File: src/rtl/core/fwl_pkg.sv
// -----------------------------------------------------------------------------
// fwl_pkg
// Register map, reset values and shared types of the failure window lockout.
// -----------------------------------------------------------------------------
package fwl_pkg;

   localparam int CSR_DATA_BITS = 32;
   localparam int CSR_ADDR_BITS = 3;

   // register index, taken from paddr bit 2
   localparam logic REG_WINDOW_MS = 1'b0;
   localparam logic REG_BLOCK_MS  = 1'b1;

   localparam logic [CSR_DATA_BITS-1:0] WINDOW_MS_RESET = 32'd60000;
   localparam logic [CSR_DATA_BITS-1:0] BLOCK_MS_RESET  = 32'd300000;

   localparam int RSP_DATA_BITS = 8;

   typedef struct packed {
      logic lockout_started;
      logic locked_out;
      logic granted;
   } verdict_type;

endpackage

File: src/rtl/core/failure_window_lockout.sv
// -----------------------------------------------------------------------------
// failure_window_lockout
// Sliding-window lockout after repeated failed authentication attempts.
// -----------------------------------------------------------------------------
//
//   channel  | direction | beat contents
//   ---------+-----------+-----------------------------------------------
//   req_*    | in        | one attempt: now_ms, credential_ok
//   rsp_*    | out       | one verdict: granted, locked_out, lockout_started
//   csr_*    | in/out    | APB registers window_ms (0x0), block_ms (0x4)
//
// Each attempt passes through the input register and then the result
// register; one attempt is accepted per cycle while rsp_tready does not stall.
// The history shift, the window subtraction and the saturating expiry add sit
// between the two registers and set the clock rate.
// Reset (synchronous, active high) empties the history, drops any lockout and
// restores the register defaults. A stalled rsp_tready holds the result and,
// once the input register is also full, drops req_tready.
// -----------------------------------------------------------------------------
module failure_window_lockout
   import fwl_pkg::*;
#(
   parameter int FAIL_LIMIT = 5,
   parameter int TIME_BITS  = 48,
   localparam int REQ_DATA_BITS = ((TIME_BITS + 1 + 7) / 8) * 8
) (
   input  logic                     clock,
   input  logic                     reset,
   // req_tdata: now_ms [TIME_BITS-1:0], credential_ok [TIME_BITS], zero pad
   input  logic                     req_tvalid,
   output logic                     req_tready,
   input  logic [REQ_DATA_BITS-1:0] req_tdata,
   // rsp_tdata: granted [0], locked_out [1], lockout_started [2], zero pad
   output logic                     rsp_tvalid,
   input  logic                     rsp_tready,
   output logic [RSP_DATA_BITS-1:0] rsp_tdata,
   input  logic                     csr_psel,
   input  logic                     csr_penable,
   input  logic                     csr_pwrite,
   input  logic [CSR_ADDR_BITS-1:0] csr_paddr,
   input  logic [CSR_DATA_BITS-1:0] csr_pwdata,
   output logic [CSR_DATA_BITS-1:0] csr_prdata,
   output logic                     csr_pready
);

   localparam logic [TIME_BITS-1:0] TIME_MAX = {TIME_BITS{1'b1}};

   // configuration registers
   logic [CSR_DATA_BITS-1:0] window_ms_ff;
   logic [CSR_DATA_BITS-1:0] block_ms_ff;
   logic                     csr_write;

   // input register
   logic                 s1_valid_ff;
   logic [TIME_BITS-1:0] s1_now_ff;
   logic                 s1_ok_ff;
   logic                 s1_fire;

   // block state
   logic [TIME_BITS-1:0] fail_times_ff [FAIL_LIMIT];
   logic [TIME_BITS-1:0] fail_times_in [FAIL_LIMIT];
   logic [FAIL_LIMIT-1:0] fail_valid_ff;
   logic [FAIL_LIMIT-1:0] fail_valid_in;
   logic [TIME_BITS-1:0] lock_expiry_ff;
   logic [TIME_BITS-1:0] lock_expiry_in;
   logic                 lock_active_ff;
   logic                 lock_active_in;

   // result register
   logic        rsp_valid_ff;
   verdict_type verdict_ff;
   verdict_type verdict_in;

   // datapath
   logic                 running;
   logic [FAIL_LIMIT-1:0] base_valid;
   logic [TIME_BITS-1:0] delta;
   logic                 trigger;
   logic [TIME_BITS:0]   expiry_sum;

   // ---------------------------------------------------------------- csr port
   assign csr_pready = 1'b1;
   assign csr_write  = csr_psel && csr_penable && csr_pwrite && csr_pready;

   always_ff @(posedge clock) begin
      if (reset) begin
         window_ms_ff <= WINDOW_MS_RESET;
         block_ms_ff  <= BLOCK_MS_RESET;
      end else if (csr_write) begin
         unique case (csr_paddr[2])
            REG_WINDOW_MS: window_ms_ff <= csr_pwdata;
            REG_BLOCK_MS:  block_ms_ff  <= csr_pwdata;
            default:       window_ms_ff <= window_ms_ff;
         endcase
      end
   end

   always_comb begin
      unique case (csr_paddr[2])
         REG_WINDOW_MS: csr_prdata = window_ms_ff;
         REG_BLOCK_MS:  csr_prdata = block_ms_ff;
         default:       csr_prdata = '0;
      endcase
   end

   // ------------------------------------------------------------ input stage
   assign s1_fire    = s1_valid_ff && (!rsp_valid_ff || rsp_tready);
   assign req_tready = !s1_valid_ff || s1_fire;

   always_ff @(posedge clock) begin
      if (reset) begin
         s1_valid_ff <= 1'b0;
      end else if (req_tready) begin
         s1_valid_ff <= req_tvalid;
      end
   end

   always_ff @(posedge clock) begin
      if (req_tready && req_tvalid) begin
         s1_now_ff <= req_tdata[TIME_BITS-1:0];
         s1_ok_ff  <= req_tdata[TIME_BITS];
      end
   end

   // ------------------------------------------------------------- decision
   always_comb begin
      running        = lock_active_ff && (lock_expiry_ff > s1_now_ff);
      verdict_in     = '0;
      fail_valid_in  = fail_valid_ff;
      lock_expiry_in = lock_expiry_ff;
      lock_active_in = lock_active_ff;
      for (int i = 0; i < FAIL_LIMIT; i++) begin
         fail_times_in[i] = fail_times_ff[i];
      end

      // an expired lockout takes the history with it on the next fail
      base_valid = lock_active_ff ? '0 : fail_valid_ff;
      delta      = s1_now_ff - fail_times_ff[FAIL_LIMIT-2];
      trigger    = base_valid[FAIL_LIMIT-2] && (delta < TIME_BITS'(window_ms_ff));
      expiry_sum = (TIME_BITS+1)'(s1_now_ff) + (TIME_BITS+1)'(block_ms_ff);

      if (running) begin
         verdict_in.locked_out = 1'b1;
      end else if (s1_ok_ff) begin
         verdict_in.granted = 1'b1;
      end else begin
         fail_times_in[0] = s1_now_ff;
         for (int i = 1; i < FAIL_LIMIT; i++) begin
            fail_times_in[i] = fail_times_ff[i-1];
         end
         fail_valid_in = {base_valid[FAIL_LIMIT-2:0], 1'b1};
         lock_active_in = 1'b0;
         lock_expiry_in = '0;
         if (trigger) begin
            verdict_in.lockout_started = 1'b1;
            fail_valid_in  = '0;
            lock_active_in = 1'b1;
            // saturate at the top of the time range
            lock_expiry_in = expiry_sum[TIME_BITS] ? TIME_MAX : expiry_sum[TIME_BITS-1:0];
         end
      end
   end

   always_ff @(posedge clock) begin
      if (reset) begin
         fail_valid_ff  <= '0;
         lock_active_ff <= 1'b0;
         lock_expiry_ff <= '0;
      end else if (s1_fire) begin
         fail_valid_ff  <= fail_valid_in;
         lock_active_ff <= lock_active_in;
         lock_expiry_ff <= lock_expiry_in;
      end
   end

   // timestamps are only read behind their valid bit
   always_ff @(posedge clock) begin
      if (s1_fire) begin
         for (int i = 0; i < FAIL_LIMIT; i++) begin
            fail_times_ff[i] <= fail_times_in[i];
         end
      end
   end

   // ----------------------------------------------------------- result stage
   always_ff @(posedge clock) begin
      if (reset) begin
         rsp_valid_ff <= 1'b0;
      end else if (s1_fire) begin
         rsp_valid_ff <= 1'b1;
      end else if (rsp_tready) begin
         rsp_valid_ff <= 1'b0;
      end
   end

   always_ff @(posedge clock) begin
      if (s1_fire) begin
         verdict_ff <= verdict_in;
      end
   end

   assign rsp_tvalid = rsp_valid_ff;
   assign rsp_tdata  = {{(RSP_DATA_BITS-3){1'b0}}, verdict_ff};

   // ------------------------------------------------------------- assertions
   a_verdict_exclusive: assert property (@(posedge clock) disable iff (reset)
      rsp_valid_ff |-> $onehot0(verdict_ff))
      else $error("more than one verdict flag set");

   a_start_arms_lock: assert property (@(posedge clock) disable iff (reset)
      (s1_fire && verdict_in.lockout_started) |=> (lock_active_ff && fail_valid_ff == '0))
      else $error("lockout started without arming lock and clearing history");

   a_deny_keeps_state: assert property (@(posedge clock) disable iff (reset)
      (s1_fire && !verdict_in.lockout_started && verdict_in.locked_out)
         |=> ($stable(fail_valid_ff) && $stable(lock_expiry_ff) && lock_active_ff))
      else $error("denied attempt changed the state");

   a_ready_only_when_full: assert property (@(posedge clock) disable iff (reset)
      !req_tready |-> (s1_valid_ff && rsp_valid_ff && !rsp_tready))
      else $error("input stalled without a full pipeline");

endmodule
File: config.mk
export PLATFORM = sky130hd
export DESIGN_NAME = failure_window_lockout
export DESIGN_NICKNAME = d
export VERILOG_FILES = /design/src/rtl/core/fwl_pkg.sv /design/src/rtl/core/failure_window_lockout.sv
export SDC_FILE = /design/constraint.sdc
export NUM_CORES = 1
export LEC_CHECK = 0
export ABC_AREA = 1
export BUFFER_PORTS_ARGS = -buffer_cell sky130_fd_sc_hd__buf_4
export CAP_MARGIN = 20
export CORE_ASPECT_RATIO = 1.5
export CORE_MARGIN = 8
export CORE_UTILIZATION = 66
export CTS_CLUSTER_DIAMETER = 30
export DETAILED_ROUTE_END_ITERATION = 8
export GPL_TIMING_DRIVEN = 0
export PLACE_DENSITY_LB_ADDON = 0.05
export SYNTH_ARGS = -nofsm -noshare
export SYNTH_HDL_FRONTEND = slang
export SYNTH_SLANG_ARGS = --single-unit
File: constraint.sdc
create_clock -name clock -period 23.1 [get_ports clock]
set_input_delay 3.465 -clock clock [delete_from_list [all_inputs] [get_ports clock]]
set_output_delay 3.465 -clock clock [all_outputs]
set_load 0.005 [all_outputs]
==> impl_metrics.csv, run 1 <==
group,metric,value,unit
pwr,internal-power,1261,uW
synth,synth_top_area_frac,0.3460,
placed_design,dpl.hpwl,57.64,mm
synth,yosys-top-cells-count,"640 x nand2_1, 411 x inv_1, 244 x edfxtp_1",
layout,drive_gt1_frac,0.09403,
setup_path,arrival,4.94,ns
job,cap_violations,0,
sta,skew,0.02075,ns
floorplan,pin_count,141,
synth,ys_ff_latch,363,
synth,syn_area,21170,sq um
synth,synth.avg_cell_area,7.975,sq um
synth,ys_seq_area_frac,0.4585,
global_route,grt_pass1_vias,20090,
placed_design,place_area,22700,sq um
floorplan,die_h,235.4,microns
pwr,power.leakage,0.01105,uW
layout,finalNetCount,3097,
sta,rsz0062_at_grt,"false",
run_status,outcome,"complete, no violations",
sta,relSlewSlack,0.2231,
clock_tree,h-tree-depth,2,
sta,finalHoldViolations,0,
routing,ant_nets,0,
pwr,swShare,0.2948,
floorplan,design.core.area,31730,sq um
global_route,grt_max_degree,79,
setup_path,worst-setup-path-type,"in2out",
sta,fmaxAchievable,119.0,MHz
sta,fin_crit_sh,0.3638,
routing,drt_first_iter_violations,3144,
global_route,grt_antenna_before_repair,0,
global_route,grt_usage,0.3972,
synth,synthFlopType,"edfxtp_1",
floorplan,rows,80,
placed_design,gp_congestion,1.090,
global_route,grt_first_pass_wirelength,115.3,mm
global_route,overflow,0,
pwr,clock_power_share,0.453,
synth,async_flop_share,0,
pwr,p_seq_frac,0.411,
clock_tree,post_cts_buffers,0,
pwr,ir_worst_vdd,0.00008488,V
setup_path,start_kind,"primary input",
clock_tree,clk_latency,0.59,ns
synth,synth_cells,2655,
synth,yosysMostFrequentCell,"nand2_1",
floorplan,die_w,162.2,microns
sta,slew_viol_final,0,
floorplan,initial_utilization,0.6673,
routing,num_vias,20880,
pwr,power_density,73.10,nW/um^2
pwr,pwr-share-comb,0.136,
layout,design_area,24470,sq um
clock_tree,path_clk_slew,0.06,ns
layout,fill_cells,2118,
synth,yosysWarningCount,0,
synth,synth_area_leader_cell,"edfxtp_1",
synth,synth-edff-count,244,
routing,drt_wl_total,78.04,mm
routing,vias_per_cell,6.341,
clock_tree,clkSinkCount,363,
clock_tree,post_cts_resized,0,
sta,min_period,8.403,ns
synth,synth.distinct_cells,40,
clock_tree,cts_tree,"done",
layout,num_antenna_cells,0,
clock_tree,ctsHoldBuffers,0,
routing,wl_per_cell,23.70,microns
routing,drtPass1Iterations,8,
pwr,power_switching,527.3,uW
floorplan,dieArea,38190,sq um
sta,setup_viol,0,
setup_path,end_kind,"output port",
sta,holdWs,0.4183,ns
routing,drc_errors,0,
sta,tightest_slew,1.153,ns
clock_tree,clock_path_buffers,3,
clock_tree,cts_root_buf,"clkbuf_16",
layout,syn_to_final_growth,15.55,%
synth,post_synth_main_area_contributors,"edfxtp_1 35%, nand2_1 11%, dfxtp_1 11%",
clock_tree,cts_buffers,52,
placed_design,io_buffers,123,
setup_path,cp.required,19.64,ns
worst_hold_path,hp-class,"reg2reg",
setup_path,cp_max_fo,10,
sta,fin_tns_setup,0,ns
==> sequential cells by signal (all words and copies together), names as in the netlist, 3 cells and up <==
register,count
fail_times_ff,192
lock_expiry_ff,48
s1_now_ff,48
block_ms_ff,32
window_ms_ff,32
fail_valid_ff,4
rsp_tdata,3
==> per-layer routing <==
layer | track usage | wire, microns
met1 | 0.4439 | 25710
met2 | 0.6546 | 36510
met3 | 0.07543 | 8639
met4 | 0.3096 | 7176
met5 | 0 | 0
==> worst max-delay path, stage by stage <==
cell	delay, ns
clkbuf_1	0.35
clkbuf_1	0.46
nand2_1	0.14
o21ai_0	0.28
buf_4	0.22
==> stage by stage <==
step | utilization | power (uW) | std cells | worst slack [ns]
2_1_floorplan | - | 884.8 | 2659 | 13.29
4_1_cts | 0.7711 | 1768 | 3292 | 14.90
5_1_grt | 0.7711 | 1826 | 3292 | 14.71
6_report | 0.7711 | 1789 | 3292 | 14.70
3_3_place_gp | 0.7131 | 964.2 | 3192 | 11.20
3_5_place_dp | 0.7155 | 973.6 | 3195 | 14.94
==> cell families after synthesis <==
kind of cell	count (synthesis)	share of synthesized area
XOR/XNOR	37	0.01530
AND/OR/NAND/NOR	1198	0.2405
AO/OA/AOI/OAI	413	0.1024
flip-flops	363	0.4585
adder cells (fa/ha/maj)	160	0.09526
buffers and inverters	482	0.08763
other	2	0.0003547
==> power groups by stage <==
stage	Combinational, uW	Clock (uW)	Sequential [uW]
5_1_grt	261	830	736
4_1_cts	232	802	734
2_1_floorplan	147	0	737
3_3_place_gp	214	0	750
3_5_place_dp	227	0	747
6_report	243	809	736
==> final timing paths <==
check	cells past startpoint	slack [ns]	to	startpoint
hold reg to reg	0	0.42	fail_times_ff[0][96]	fail_times_ff[0][48]
setup / recovery	5	14.70	csr_prdata[6]	csr_paddr[2]
hold / removal	0	0.42	fail_times_ff[0][96]	fail_times_ff[0][48]
setup reg to reg	21	17.65	fail_valid_ff[3]	s1_now_ff[0]
==> final cells by class <==
cell class                 count  area (sq um)  area share
sequential                   363          9709      0.3968
clock inverter                42         429.2     0.01754
tap                          410         513.0     0.02097
clock buffer                  55          1334     0.05451
buffer                        63         286.5     0.01171
multi-input combinational   1814          9624      0.3934
inverter                     419          1573     0.06428
timing repair buffer         126         998.5     0.04081
==> layout by cell type, fill, tap and decap left out, drive strengths merged, types with 17 or more instances in the layout <==
master  count
o21ai     152
nor2      250
or2        20
dfxtp     119
nand2     643
a21oi     217
ha        158
clkbuf     97
nand4      82
nand3     150
edfxtp    244
inv       431
clkinv     22
nor4       17
buf       147
xor2       29
nor3       28
Power figures use the tool's default switching activity.
==> run 2, diff against run 1 <==
--- a/config.mk
+++ b/config.mk
@@ -10,7 +10,7 @@
 export CAP_MARGIN = 20
 export CORE_ASPECT_RATIO = 1.5
 export CORE_MARGIN = 8
-export CORE_UTILIZATION = 66
+export CORE_UTILIZATION = 62
 export CTS_CLUSTER_DIAMETER = 30
 export DETAILED_ROUTE_END_ITERATION = 8
 export GPL_TIMING_DRIVEN = 0
==> constraint.sdc (replaced) <==
create_clock -name clock -period 8.4 [get_ports clock]
set_input_delay 1.26 -clock clock [delete_from_list [all_inputs] [get_ports clock]]
set_output_delay 1.26 -clock clock [all_outputs]
set_load 0.005 [all_outputs]
==> run 2 against run 1 <==
Net effect: worst setup slack worse by 12 ns; sequential power grew to 2.7 times the previous value; highest routed layer unchanged; core utilization fell by 5.0 points; routed wire length shrank 6.7%; final area barely moved; critical path depth increased by 14.
==> impl_metrics.csv, run 2 (synthesized netlist as in run 1, its figures left out) <==
group,metric,value,unit
run_status,outcome,"complete, no violations",
placed_design,dpl.hpwl,57.19,mm
floorplan,pin_count,141,
sta,fmaxAchievable,186.5,MHz
clock_tree,clkSinkCount,363,
clock_tree,path_clk_slew,0.06,ns
layout,most-common-layout-cells,"640 x nand2_1, 410 x inv_1, 244 x edfxtp_1",
setup_path,arrival,5.80,ns
setup_path,end_kind,"register",
layout,mostFrequentLayoutCell,"nand2_1",
setup_path,cp.required,8.84,ns
placed_design,placed_cells,3211,
sta,slew_viol_final,0,
job,cap_violations,0,
floorplan,initial_utilization,0.6235,
routing,drt_first_iter_violations,1914,
global_route,grt_max_degree,66,
sta,finalHoldViolations,0,
sta,skew,0.02489,ns
pwr,power_density,196.9,nW/um^2
routing,drc_errors,0,
clock_tree,clock_path_buffers,3,
layout,layoutNonFillerInstCount,3304,
layout,num_antenna_cells,0,
pwr,p_total,4819,uW
layout,drive_gt1_frac,0.09448,
routing,drt_wl_total,72.83,mm
layout,reg_top3,"fail_times_ff (192), lock_expiry_ff (48), s1_now_ff (48)",
routing,wl_per_cell,22.04,microns
sta,relSlewSlack,0.1757,
global_route,overflow,0,
floorplan,die_w,166.9,microns
layout,largest_reg_flops,192,
global_route,grt_pass1_vias,19020,
floorplan,die_h,242.3,microns
layout,syn_to_final_growth,15.59,%
setup_path,start_kind,"register",
pwr,ir_worst_vdd,0.0002188,V
setup_path,worst-setup-path-type,"reg2reg",
placed_design,gp_congestion,1.077,
sta,min_period,5.362,ns
clock_tree,cts_tree,"done",
clock_tree,cts_root_buf,"clkbuf_16",
worst_hold_path,hp-class,"reg2reg",
floorplan,rows,83,
layout,largest-register,"fail_times_ff",
floorplan,design.core.area,33960,sq um
clock_tree,post_cts_buffers,0,
routing,ant_nets,0,
placed_design,io_buffers,123,
routing,vias_per_cell,5.905,
clock_tree,h-tree-depth,2,
floorplan,dieArea,40440,sq um
clock_tree,ctsHoldBuffers,0,
sta,tightest_slew,1.224,ns
sta,setup_viol,0,
sta,fin_tns_setup,0,ns
clock_tree,post_cts_resized,0,
routing,num_vias,19510,
clock_tree,cts_buffers,50,
global_route,grt_first_pass_wirelength,108.5,mm
pwr,power.leakage,0.01105,uW
global_route,grt_antenna_before_repair,0,
sta,fin_crit_sh,0.6383,
sta,rsz0062_at_grt,"false",
routing,drtPass1Iterations,7,
layout,finalNetCount,3096,
setup_path,cp_max_fo,10,
global_route,grt_usage,0.3498,
clock_tree,clk_latency,0.59,ns
run 2: cell types whose count changed in the layout (fill, tap and decap cells not counted), moves of 3 or more:
cell | before | now
clkbuf_16 | 53 | 50
inv_12 | 4 | 0
clkinv_1 | 9 | 4
clkinv_4 | 7 | 4
run 2: path summary, 6_finish.rpt:
path / start / end / slack (ns) / cells past startpoint
setup / recovery: s1_now_ff[2] / fail_valid_ff[3] / 3.04 / 19
hold / removal: fail_times_ff[0][21] / fail_times_ff[0][69] / 0.40 / 0
setup reg to reg: s1_now_ff[2] / fail_valid_ff[3] / 3.04 / 19
hold reg to reg: fail_times_ff[0][21] / fail_times_ff[0][69] / 0.40 / 0
run 2: through the flow:
stage	instance area [sq um]	util	hold slack [ns]	worst slack (ns)
CTS	24480	0.7208	0.4006	3.294
floorplan	21190	-	0.4003	0.7137
finish	24480	0.7208	0.4040	3.038
detailed placement	22750	0.6699	0.4045	3.317
global placement	22640	0.6668	0.4003	-2.291
global route	24480	0.7208	0.4141	2.928
run 2: area by class of cell:
cell class | count | area (sq um)
multi-input cells | 1814 | 9624
repair buffers | 127 | 1026
flip-flops and latches | 363 | 9709
inverters | 419 | 1573
clock buffers | 54 | 1276
fillers | 2593 | 9483
well taps | 425 | 531.8
plain buffers | 63 | 286.5
clock inverters | 39 | 449.2
run 2: layer usage:
metal,global-route usage,share of wire,vias to the layer above,wire length [microns]
met2,0.6014,0.48,1061,34770
met3,0.06115,0.082,301,5958
li1,-,-,9174,-
met5,0,0,-,0
met1,0.3858,0.36,8974,26010
met4,0.2501,0.084,0,6091
run 2: power by group:
| group | internal (uW) | switching, uW | leakage, uW | total [uW] |
|---|---|---|---|---|
| registers | 1960 | 59.7 | 0.00323 | 2020 |
| clock network | 1260 | 885 | 0.000837 | 2150 |
| logic | 219 | 428 | 0.00698 | 647 |
| total | 3450 | 1370 | 0.0111 | 4820 |
run 2: critical path, stage by stage, from the launching register on:
cell and delay [ns]:
edfxtp_1 0.52, ha_1 0.50, nand2_1 0.12, nand3_1 0.29, nand2_1 0.09, nand2_1 0.34, nand2_1 0.09, nand2_1 0.20
a31oi_1 0.14, xnor2_1 0.41, ha_1 0.34, nand2_1 0.11, nor2_1 0.07, nand4_1 0.18, nor3_1 0.09, nand2_1 0.41
buf_1 0.61, nand3_1 0.40, nand3_1 0.22, a21oi_1 0.08
